[src/hdl/cfrc_pkg.sv]
// Shared types, constants and the CRC-16/Modbus byte update for the command frame receiver.
// Used by every module in hdl/; depends on nothing.
package cfrc_pkg;

  // Reset values of the command code registers
  localparam logic [7:0] WRITE_CMD_RESET = 8'd87;
  localparam logic [7:0] READ_CMD_RESET  = 8'd82;

  // Configuration register indexes
  localparam logic [1:0] REG_WRITE_CMD = 2'd0;
  localparam logic [1:0] REG_READ_CMD  = 2'd1;

  // CRC-16/Modbus
  localparam logic [15:0] CRC_INIT = 16'hFFFF;
  localparam logic [15:0] CRC_POLY = 16'hA001;

  // Result kinds
  localparam logic [1:0] KIND_PAYLOAD = 2'd0;
  localparam logic [1:0] KIND_GOOD    = 2'd1;
  localparam logic [1:0] KIND_BAD_CRC = 2'd2;

  // Queue between front and back
  localparam int QUEUE_DEPTH = 2;
  localparam int QUEUE_AW    = $clog2(QUEUE_DEPTH);

  // Work the back end does for one request
  typedef enum logic [2:0] {
    OP_START  = 3'd0,  // command byte: restart CRC and fold it in
    OP_HDR    = 3'd1,  // function or length byte: fold into CRC
    OP_DATA   = 3'd2,  // payload byte: fold into CRC and pass out
    OP_CRC_LO = 3'd3,  // hold received CRC low byte
    OP_CRC_HI = 3'd4   // compare and report frame status
  } op_t;

  typedef struct packed {
    op_t        op;
    logic [7:0] rx;
    logic       is_read;
    logic [7:0] func;
    logic [7:0] len;
  } q_entry_t;

  // Fold one byte into the running CRC, reflected, LSB first
  function automatic logic [15:0] crc_update(input logic [15:0] crc, input logic [7:0] b);
    logic [15:0] c;
    c = crc ^ {8'h00, b};
    for (int k = 0; k < 8; k++) begin
      if (c[0]) begin
        c = (c >> 1) ^ CRC_POLY;
      end else begin
        c = c >> 1;
      end
    end
    return c;
  endfunction

endpackage

[src/hdl/command_frame_receiver_crc16.sv]
// Top level of the framed command receiver with CRC-16/Modbus check.
// Instantiates cfrc_front, cfrc_queue and cfrc_back; depends on cfrc_pkg.
//
//   channel   | signals                              | carries
//   ----------+--------------------------------------+-----------------------------------
//   s_axis    | s_tvalid s_tready s_tdata[7:0]       | received byte
//   m_axis    | m_tvalid m_tready m_tdata m_tuser    | payload byte or frame status
//             | m_tlast                              | (tlast marks frame status)
//   cfg       | cfg_we cfg_index cfg_wdata           | command code register writes
//
// One byte per cycle sustained while the queue is not full; the back end folds a byte into the CRC as it pops it.
// A request is registered in the queue, then its result is registered in the back end's output register.
// A stalled output fills the two-entry queue; s_tready drops only when the queue is full.
// Synchronous reset restores command codes 87 (write) and 82 (read) and starts hunting.
module command_frame_receiver_crc16 (
  input  logic        clk,
  input  logic        rst,
  input  logic        cfg_we,
  input  logic [1:0]  cfg_index,
  input  logic [7:0]  cfg_wdata,
  input  logic        s_tvalid,
  output logic        s_tready,
  input  logic [7:0]  s_tdata,   // [7:0] rx_byte
  output logic        m_tvalid,
  input  logic        m_tready,
  output logic [31:0] m_tdata,   // [0] is_read, [8:1] func_code, [16:9] payload_len,
                                 // [24:17] data_byte, [31:25] zero
  output logic [1:0]  m_tuser,   // [1:0] kind
  output logic        m_tlast
);

  cfrc_pkg::q_entry_t push_data;
  cfrc_pkg::q_entry_t head;
  logic               push;
  logic               pop;
  logic               full;
  logic               not_empty;
  logic               is_read;
  logic [7:0]         func;
  logic [7:0]         len;
  logic [7:0]         data;

  cfrc_front u_front (
    .clk       (clk),
    .rst       (rst),
    .cfg_we    (cfg_we),
    .cfg_index (cfg_index),
    .cfg_wdata (cfg_wdata),
    .in_valid  (s_tvalid),
    .in_byte   (s_tdata),
    .q_full    (full),
    .in_ready  (s_tready),
    .q_push    (push),
    .q_data    (push_data)
  );

  cfrc_queue u_queue (
    .clk       (clk),
    .rst       (rst),
    .push      (push),
    .push_data (push_data),
    .pop       (pop),
    .full      (full),
    .not_empty (not_empty),
    .head      (head)
  );

  cfrc_back u_back (
    .clk         (clk),
    .rst         (rst),
    .q_not_empty (not_empty),
    .q_head      (head),
    .q_pop       (pop),
    .out_ready   (m_tready),
    .out_valid   (m_tvalid),
    .out_kind    (m_tuser),
    .out_is_read (is_read),
    .out_func    (func),
    .out_len     (len),
    .out_data    (data),
    .out_last    (m_tlast)
  );

  // Pack result fields, lowest first
  assign m_tdata = {7'd0, data, len, func, is_read};

endmodule

[src/hdl/cfrc_front.sv]
// Front end: takes received bytes, tracks the frame layout and tags each frame byte.
// Holds the command code registers. Depends on cfrc_pkg.
module cfrc_front (
  input  logic               clk,
  input  logic               rst,
  input  logic               cfg_we,
  input  logic [1:0]         cfg_index,
  input  logic [7:0]         cfg_wdata,
  input  logic               in_valid,
  input  logic [7:0]         in_byte,
  input  logic               q_full,
  output logic               in_ready,
  output logic               q_push,
  output cfrc_pkg::q_entry_t q_data
);

  typedef enum logic [2:0] {
    PH_HUNT,
    PH_FUNC,
    PH_LEN,
    PH_PAYLOAD,
    PH_CRCLO,
    PH_CRCHI
  } phase_t;

  phase_t     phase;
  logic [7:0] write_cmd;
  logic [7:0] read_cmd;
  logic       frame_is_read;
  logic [7:0] held_func;
  logic [7:0] held_len;
  logic [7:0] bytes_left;
  logic       accept;
  logic       is_cmd;

  assign in_ready = !q_full;
  assign accept   = in_valid && in_ready;
  assign is_cmd   = (in_byte == write_cmd) || (in_byte == read_cmd);

  // Tag the incoming byte for the back end
  always_comb begin
    q_data.rx      = in_byte;
    q_data.is_read = frame_is_read;
    q_data.func    = held_func;
    q_data.len     = frame_is_read ? 8'd0 : held_len;
    q_data.op      = cfrc_pkg::OP_HDR;
    q_push         = 1'b0;
    case (phase)
      PH_HUNT: begin
        q_data.op = cfrc_pkg::OP_START;
        q_push    = accept && is_cmd;
      end
      PH_FUNC, PH_LEN: begin
        q_data.op = cfrc_pkg::OP_HDR;
        q_push    = accept;
      end
      PH_PAYLOAD: begin
        q_data.op = cfrc_pkg::OP_DATA;
        q_push    = accept;
      end
      PH_CRCLO: begin
        q_data.op = cfrc_pkg::OP_CRC_LO;
        q_push    = accept;
      end
      PH_CRCHI: begin
        q_data.op = cfrc_pkg::OP_CRC_HI;
        q_push    = accept;
      end
      default: begin
        q_push = 1'b0;
      end
    endcase
  end

  // Advance the frame parser and take register writes
  always_ff @(posedge clk) begin
    if (rst) begin
      phase         <= PH_HUNT;
      write_cmd     <= cfrc_pkg::WRITE_CMD_RESET;
      read_cmd      <= cfrc_pkg::READ_CMD_RESET;
      frame_is_read <= 1'b0;
      held_func     <= 8'd0;
      held_len      <= 8'd0;
      bytes_left    <= 8'd0;
    end else begin
      if (cfg_we) begin
        if (cfg_index == cfrc_pkg::REG_WRITE_CMD) begin
          write_cmd <= cfg_wdata;
        end else if (cfg_index == cfrc_pkg::REG_READ_CMD) begin
          read_cmd <= cfg_wdata;
        end
      end
      if (accept) begin
        case (phase)
          PH_HUNT: begin
            if (is_cmd) begin
              frame_is_read <= (in_byte != write_cmd);
              held_func     <= 8'd0;
              held_len      <= 8'd0;
              bytes_left    <= 8'd0;
              phase         <= PH_FUNC;
            end
          end
          PH_FUNC: begin
            held_func <= in_byte;
            phase     <= frame_is_read ? PH_CRCLO : PH_LEN;
          end
          PH_LEN: begin
            held_len   <= in_byte;
            bytes_left <= in_byte;
            phase      <= (in_byte == 8'd0) ? PH_CRCLO : PH_PAYLOAD;
          end
          PH_PAYLOAD: begin
            bytes_left <= bytes_left - 8'd1;
            if (bytes_left == 8'd1) begin
              phase <= PH_CRCLO;
            end
          end
          PH_CRCLO: begin
            phase <= PH_CRCHI;
          end
          PH_CRCHI: begin
            phase <= PH_HUNT;
          end
          default: begin
            phase <= PH_HUNT;
          end
        endcase
      end
    end
  end

endmodule

[src/hdl/cfrc_queue.sv]
// Short request queue between the front and back ends.
// Register-based FIFO of cfrc_pkg::q_entry_t, depth from cfrc_pkg.
module cfrc_queue (
  input  logic               clk,
  input  logic               rst,
  input  logic               push,
  input  cfrc_pkg::q_entry_t push_data,
  input  logic               pop,
  output logic               full,
  output logic               not_empty,
  output cfrc_pkg::q_entry_t head
);

  cfrc_pkg::q_entry_t                 slots [cfrc_pkg::QUEUE_DEPTH];
  logic [cfrc_pkg::QUEUE_AW-1:0]      wr_ptr;
  logic [cfrc_pkg::QUEUE_AW-1:0]      rd_ptr;
  logic [cfrc_pkg::QUEUE_AW:0]        count;

  assign full      = (count == (cfrc_pkg::QUEUE_AW+1)'(cfrc_pkg::QUEUE_DEPTH));
  assign not_empty = (count != '0);
  assign head      = slots[rd_ptr];

  // Store requests
  always_ff @(posedge clk) begin
    if (push) begin
      slots[wr_ptr] <= push_data;
    end
  end

  // Advance pointers and fill count
  always_ff @(posedge clk) begin
    if (rst) begin
      wr_ptr <= '0;
      rd_ptr <= '0;
      count  <= '0;
    end else begin
      if (push) begin
        wr_ptr <= (wr_ptr == (cfrc_pkg::QUEUE_AW)'(cfrc_pkg::QUEUE_DEPTH - 1)) ? '0
                  : wr_ptr + 1'b1;
      end
      if (pop) begin
        rd_ptr <= (rd_ptr == (cfrc_pkg::QUEUE_AW)'(cfrc_pkg::QUEUE_DEPTH - 1)) ? '0
                  : rd_ptr + 1'b1;
      end
      if (push && !pop) begin
        count <= count + 1'b1;
      end else if (pop && !push) begin
        count <= count - 1'b1;
      end
    end
  end

endmodule

[src/hdl/cfrc_back.sv]
// Back end: runs the CRC over tagged bytes and drives the result register.
// Depends on cfrc_pkg.
module cfrc_back (
  input  logic               clk,
  input  logic               rst,
  input  logic               q_not_empty,
  input  cfrc_pkg::q_entry_t q_head,
  output logic               q_pop,
  input  logic               out_ready,
  output logic               out_valid,
  output logic [1:0]         out_kind,
  output logic               out_is_read,
  output logic [7:0]         out_func,
  output logic [7:0]         out_len,
  output logic [7:0]         out_data,
  output logic               out_last
);

  logic [15:0] running_crc;
  logic [7:0]  got_crc_low;
  logic [15:0] crc_seed;
  logic [15:0] crc_next;
  logic        needs_out;
  logic        emit;
  logic        good;

  // Pop when the request makes no result or the output slot frees up
  assign needs_out = (q_head.op == cfrc_pkg::OP_DATA) || (q_head.op == cfrc_pkg::OP_CRC_HI);
  assign q_pop     = q_not_empty && (!needs_out || !out_valid || out_ready);
  assign emit      = q_pop && needs_out;

  assign crc_seed = (q_head.op == cfrc_pkg::OP_START) ? cfrc_pkg::CRC_INIT : running_crc;
  assign crc_next = cfrc_pkg::crc_update(crc_seed, q_head.rx);
  assign good     = (got_crc_low == running_crc[7:0]) && (q_head.rx == running_crc[15:8]);

  // Update CRC state per request
  always_ff @(posedge clk) begin
    if (rst) begin
      running_crc <= cfrc_pkg::CRC_INIT;
      got_crc_low <= 8'd0;
    end else if (q_pop) begin
      case (q_head.op)
        cfrc_pkg::OP_START: begin
          running_crc <= crc_next;
          got_crc_low <= 8'd0;
        end
        cfrc_pkg::OP_HDR, cfrc_pkg::OP_DATA: begin
          running_crc <= crc_next;
        end
        cfrc_pkg::OP_CRC_LO: begin
          got_crc_low <= q_head.rx;
        end
        cfrc_pkg::OP_CRC_HI: begin
          running_crc <= cfrc_pkg::CRC_INIT;
        end
        default: begin
          running_crc <= running_crc;
        end
      endcase
    end
  end

  // Hold result until taken
  always_ff @(posedge clk) begin
    if (rst) begin
      out_valid <= 1'b0;
    end else if (emit) begin
      out_valid <= 1'b1;
    end else if (out_ready) begin
      out_valid <= 1'b0;
    end
  end

  // Load result payload
  always_ff @(posedge clk) begin
    if (emit) begin
      out_is_read <= q_head.is_read;
      out_func    <= q_head.func;
      out_len     <= q_head.len;
      if (q_head.op == cfrc_pkg::OP_DATA) begin
        out_kind <= cfrc_pkg::KIND_PAYLOAD;
        out_data <= q_head.rx;
        out_last <= 1'b0;
      end else begin
        out_kind <= good ? cfrc_pkg::KIND_GOOD : cfrc_pkg::KIND_BAD_CRC;
        out_data <= 8'd0;
        out_last <= 1'b1;
      end
    end
  end

endmodule
[config.mk]
export PLATFORM = sky130hd
export DESIGN_NAME = command_frame_receiver_crc16
export DESIGN_NICKNAME = d
export VERILOG_FILES = /design/src/hdl/cfrc_pkg.sv /design/src/hdl/command_frame_receiver_crc16.sv /design/src/hdl/cfrc_front.sv /design/src/hdl/cfrc_queue.sv /design/src/hdl/cfrc_back.sv
export SDC_FILE = /design/constraint.sdc
export NUM_CORES = 1
export LEC_CHECK = 0
export CAP_MARGIN = 20
export CORE_MARGIN = 2
export CORE_UTILIZATION = 55
export DETAILED_ROUTE_END_ITERATION = 10
export DONT_BUFFER_PORTS = 1
export GPL_ROUTABILITY_DRIVEN = 0
export PLACE_DENSITY_LB_ADDON = 0.25
export SYNTH_ARGS = -nofsm -noshare
export SYNTH_HDL_FRONTEND = slang
export SYNTH_SLANG_ARGS = --single-unit
[constraint.sdc]
create_clock -name clk -period 4.05 [get_ports clk]
set_input_delay 0.405 -clock clk [delete_from_list [all_inputs] [get_ports clk]]
set_output_delay 0.405 -clock clk [all_outputs]
set_load 0.03 [all_outputs]
; ---- Word-level counts from Yosys, hierarchy flattened
; Memory sizes are Yosys's and may differ from the RTL's. A register that Yosys moved wholly into a read port is not among the register bits.
; Index checks and enable logic that the tools add are counted.
[op_classes]
addsub = 5
eq_ne = 19
muxes = 35
bitwise = 10
n_reduce_logical = 39
[ops]
columns = cell, count
row1 = $mux W16, 9
row2 = $pmux W8 S2, 3
row3 = $eq A8 B8 Y1, 4
row4 = $pmux W16 S2, 1
row5 = $not A2 Y3, 8
row6 = $pmux W8 S3, 1
row7 = $reduce_and A3 Y1, 6
row8 = $mux W8, 2
row9 = $xor A16 B8 Y16, 1
row10 = $pmux W3 S5, 1
row11 = $reduce_bool A2 Y1, 7
row12 = $eq A3 B2 Y1 const B, 4
row13 = $mux W3, 4
row14 = $pmux W3 S4, 1
row15 = $eq A3 B3 Y1 const B, 3
row16 = $mux W1, 9
row17 = $eq A8 B1 Y1 const B, 1
row18 = $logic_not A8 Y1, 1
row19 = $ne A8 B8 Y1, 1
row20 = $sub A8 B1 Y8 const B, 1
row21 = $logic_and A1 B1 Y1, 7
row22 = $eq A3 B1 Y1 const B, 2
row23 = $logic_not A3 Y1, 2
row24 = $mux W2, 3
row25 = other kinds (15), 26
[totals]
ff_bits = 101
mem_bits_rw = 56
inputBits = 23
out_inout_bits = 37
elab_cells = 128
n_memories = 1
[mem_list]
columns = memory, depth, word_bits, read_ports, rd_clocked_by_memory_dff, write_ports, line_no
row1 = u_queue.slots, 2, 28, 1, 1, 1, cfrc_queue.sv:14  ; cfrc_pkg::q_entry_t slots [cfrc_pkg::QUEUE_DEPTH];

; ---- Logic depth before layout (Yosys ltp)
[depth]
ltp_word = 20
depth_mapped = 10
ltp_nobuf = 9

; ---- Modules after synthesis
; Synthesis repeated with hierarchy kept, for this count alone.
[unflattened]
hier_cells = 613
hier_area_um2 = 7170.6
[by_module_without_submodules]
columns = module, n_inst, cells_per_inst, area_each_um2, seq_area_each_um2
row1 = cfrc_back, 1, 222, 2542.4, 1341.3
row2 = cfrc_front, 1, 273, 2329.7, 880.8
row3 = cfrc_queue, 1, 109, 2234.6, 1781.7
row4 = command_frame_receiver_crc16, 1, 9, 63.8, 0.0

; ---- Worst setup path after synthesis
; OpenSTA, ideal clock, no wires.
[synth_timing]
path_kind = input -> register
start = input s_tdata[5]
end = memory u_queue.slots[0][0] in the netlist's numbering (enable)
setup_ns = 0.416
arrival_time_ns = 2.750
t_required_ns = 3.634
path_slack_ns = 0.884
stages = 6
path_buffers = 0
cell_sequence = xor2_1 nor4_1 nand2_1 and3_1 a211oi_2 nor2b_1
[synth_between]
elab_chain_cells = 6
word_cells_on_any_way = 7
classes_between = eq/ne (2) / mux (3) / reduce/logical (2)
[synth_lines]
columns = item, line_no
row1 = start: declaration, command_frame_receiver_crc16.sv:23  ; input logic [7:0] s_tdata,
row2 = $eq A8 B8 Y1, cfrc_front.sv:38  ; assign is_cmd = (in_byte == write_cmd) || (in_byte == read_cmd);
row3 = $logic_or A1 B1 Y1 (*), cfrc_front.sv:38
row4 = $logic_and A1 B1 Y1 (*), cfrc_front.sv:51  ; q_push = accept && is_cmd;
row5 = $pmux W1 S2 (*), cfrc_front.sv:48  ; case (phase)
row6 = named net push, command_frame_receiver_crc16.sv:34  ; logic push;
row7 = $mux W1 (*), cfrc_queue.sv:25  ; if (push) begin
row8 = $mux W1 (not written as such) (*), cfrc_queue.sv:26  ; slots[wr_ptr] <= push_data;
row9 = end: declaration, cfrc_queue.sv:14
; The timed path passes the listed nets; every way through them passes the cells marked *.

==> impl_results.md <==
- Vias/cell: 5.67
- Chip width: 117 um
- Worst Path Max Fanout: 23
- Switching pwr: 1.34 mW
- Cells after DPL: 763
- # hold bufs at CTS: 0
- Clock Skew: 8.81 ps
- Mapped Cells: 619
- Remaining Overflow, GRT: 0
- Sw frac: 30.3%
- Post-synth EDFFs: 84
- Fmax achieved: 337 MHz
- # port buffers: 0
- Setup total negative slack: 0 ps
- Final Cycle Share: 73.3%
- Top cells by area, synth: edfxtp_1 (36%), dfxtp_1 (21%), xnor2_1 (5.5%), xor2_1 (3.7%), nor2_1 (3.7%)
- Cell Count, Final, Fillers Out: 795
- Hold path depth: 1
- Antenna fix cells: 0
- Detail Route Antenna Nets: 0
- M2 GR Usage: 33.6%
- Synth Flop Type: edfxtp_1
- DR iter-0 viols: 356
- Min-Delay Path Class: in2reg
- Sink Count: 158
- Layout cell share with drive strength beyond 1: 10.8%
- Gate power share: 18.8%
- Die Area: 13,700 um^2
- Avg Inst Size Synth: 11.4 um^2
- Sequential Power Share: 47.0%
- Met1 Use GR: 28.0%
- M3 GR Usage: 6.49%
- Root Driver: clkbuf_16
- Initial core utilization: 56.1%
- H-Tree Depth: 4
- Die H: 117 um
- Power density over the cells: 574 nW/um^2
- YS warnings: 0
- Minimum clock period: 2970 ps
- Max-Cap Viols: 0
- Worst endpoint required time: 4410 ps
- Status: complete, no violations
- Synth Register Bits: 158
- WL per Instance: 17.1 um
- First-pass GRT wire length: 22,100 um
- RSZ-0062 raised after global routing: false
- Most frequent cells after synthesis: edfxtp_1 (84), dfxtp_1 (74), nor2_1 (69), xnor2_1 (44), a21oi_1 (32)
- Clock Latency Late Sink: 430 ps
- Final wirelength: 13,600 um
- Async SR Flop Fraction: 0%
- R2R depth: 7
- CP startpoint kind: flip-flop
- Final setup violation count: 0
- Initial antenna violation count: 0
- Fill cells: 988
- Int Power: 3.08 mW
- Io pins: 60
- Worst Path Arrival: 3320 ps
- Rel. slew slack: 37.8%
- Most frequent cell after synthesis: edfxtp_1
- HPWL reported at the end of detailed placement: 9090 um
- Post-synth top area cell: edfxtp_1
- Vias in the first global route: 4,276
- Worst-Margin Slew: 934 ps
- Final Max Tran Viols: 0
- Part of the power in the clock network: 34.2%
- Static leakage: 2.73 nW
- Max VDD drop: 0.330 mV
- Vias: 4,511
- Top Usage Layer GRT: met2
- DRC: 0
- CTS Buffer Depth: 2
- Rows: 41
- Post-CTS Setup Inserts: 0
- Synth cell types: 54
- Clock-pin slew on the worst setup and hold paths: 60 ps
- Area delta synth->final: 9.36%
- Synth Cell Area: 7050 um^2
- Hold violation total from the final report: 0
- Largest net degree at the start of global routing: 76
- Kind of critical path: reg2reg
- CTS tree: built
- Core area: 12,600 um^2
- Register area share after synthesis: 56.8%
- Critical Path End Type: flip-flop
- Nets@finish: 636
- Num CTS Buffers: 17
- Synth top area share: 35.8%
- First-pass detailed-route iteration total: 7
- All-layer global routing usage: 21.5%
- Post-cts sizing count: 0
## power groups by stage
| stage | registers (mW) | logic [mW] | clock network [mW] |
|---|---|---|---|
| finish | 2.08 | 0.830 | 1.51 |
| global route | 2.10 | 0.907 | 1.61 |
| CTS | 2.08 | 0.831 | 1.54 |
| detailed placement | 2.11 | 0.823 | 0 |
| global placement | 2.11 | 0.800 | 0 |
| floorplan | 2.00 | 0.753 | 0 |
## metal layers
layer / wire (um) / up-vias
met5: 0 / -
met4: 223 / 0
met3: 991 / 24
met2: 6550 / 132
met1: 5820 / 2167
li1: - / 2188
## kinds of logic (layout without fill, tap and decap cells)
| family | count (synthesis) | after routing | synth area share, % |
|---|---|---|---|
| simple gates | 188 | 188 | 13.3 |
| flops | 158 | 158 | 56.8 |
| compound gates | 102 | 102 | 9.43 |
| xor+xnor | 77 | 77 | 9.98 |
| buf+inv | 49 | 47 | 3.32 |
| mux | 40 | 40 | 6.39 |
| fa+ha+maj | 4 | 4 | 0.675 |
| other cells | 1 | 7 | 0.0532 |
## placed cells by master (no fill, tap or decap), types with 8 or more instances in the layout
| cell | instances |
|---|---|
| nor2_1 | 69 |
| o21ai_0 | 12 |
| inv_1 | 8 |
| clkbuf_16 | 17 |
| a211o_1 | 8 |
| a21oi_1 | 32 |
| nor4_1 | 17 |
| o22ai_1 | 8 |
| nand2_1 | 23 |
| edfxtp_1 | 84 |
| nand2b_1 | 13 |
| nor2b_1 | 19 |
| xor2_1 | 30 |
| nor3_1 | 15 |
| nand4_1 | 11 |
| dfxtp_1 | 73 |
| a22oi_1 | 8 |
| mux2_2 | 17 |
| mux2i_1 | 20 |
| xnor2_1 | 44 |
## registers in the layout, summed over array words and instances, names as in the netlist, named ones only
register               flops
u_front.held_func          8
u_front.write_cmd          8
u_front.held_len           8
u_back.running_crc        16
u_back.out_is_read         1
u_front.phase              3
u_back.out_func            8
u_back.out_kind            2
u_front.read_cmd           8
u_back.out_data            8
u_back.out_valid           1
u_back.out_len             8
u_queue.rd_ptr             1
u_front.frame_is_read      1
u_queue.wr_ptr             1
u_back.got_crc_low         8
u_queue.count              2
u_back.out_last            1
u_queue.slots             56
u_front.bytes_left         8
## critical path, cell delays in order, from the launching register on
cell	delay [ps]
dfxtp_2	750
mux2i_1	780
xor2_1	200
nand3b_1	80
o21ai_0	200
ha_1	350
or3_1	380
a21oi_1	150
## final cells by class
type / instances / area (um^2) / area share [%]
Sequential cell: 158 / 4010 / 52.0
Multi-Input combinational cell: 418 / 2840 / 36.8
Clock buffer: 18 / 429 / 5.57
Tap cell: 172 / 215 / 2.79
Clock inverter: 14 / 135 / 1.75
Timing Repair Buffer: 7 / 52.6 / 0.682
Inverter: 8 / 30.0 / 0.390
## through the flow
stage	cell area (um^2)	setup WS, ps	hold slack (ps)	power [mW]	util, %
floorplan	7070	884	425	2.76	-
global placement	7140	1250	435	2.91	56.8
detailed placement	7140	1130	445	2.94	56.8
CTS	7700	1090	20.1	4.45	61.3
global route	7700	840	34.0	4.62	61.3
finish	7700	1080	54.0	4.42	61.3
## final timing paths
check	startpoint	end	slack, ps
max	flip-flop	u_queue.count[1]	1080
min	rst	flip-flop	50
max reg2reg	flip-flop	u_queue.count[1]	1080
min reg2reg	u_front.held_func[4]	u_queue.slots[1][12]	460
Note: power is estimated with default switching activity, not from simulation.
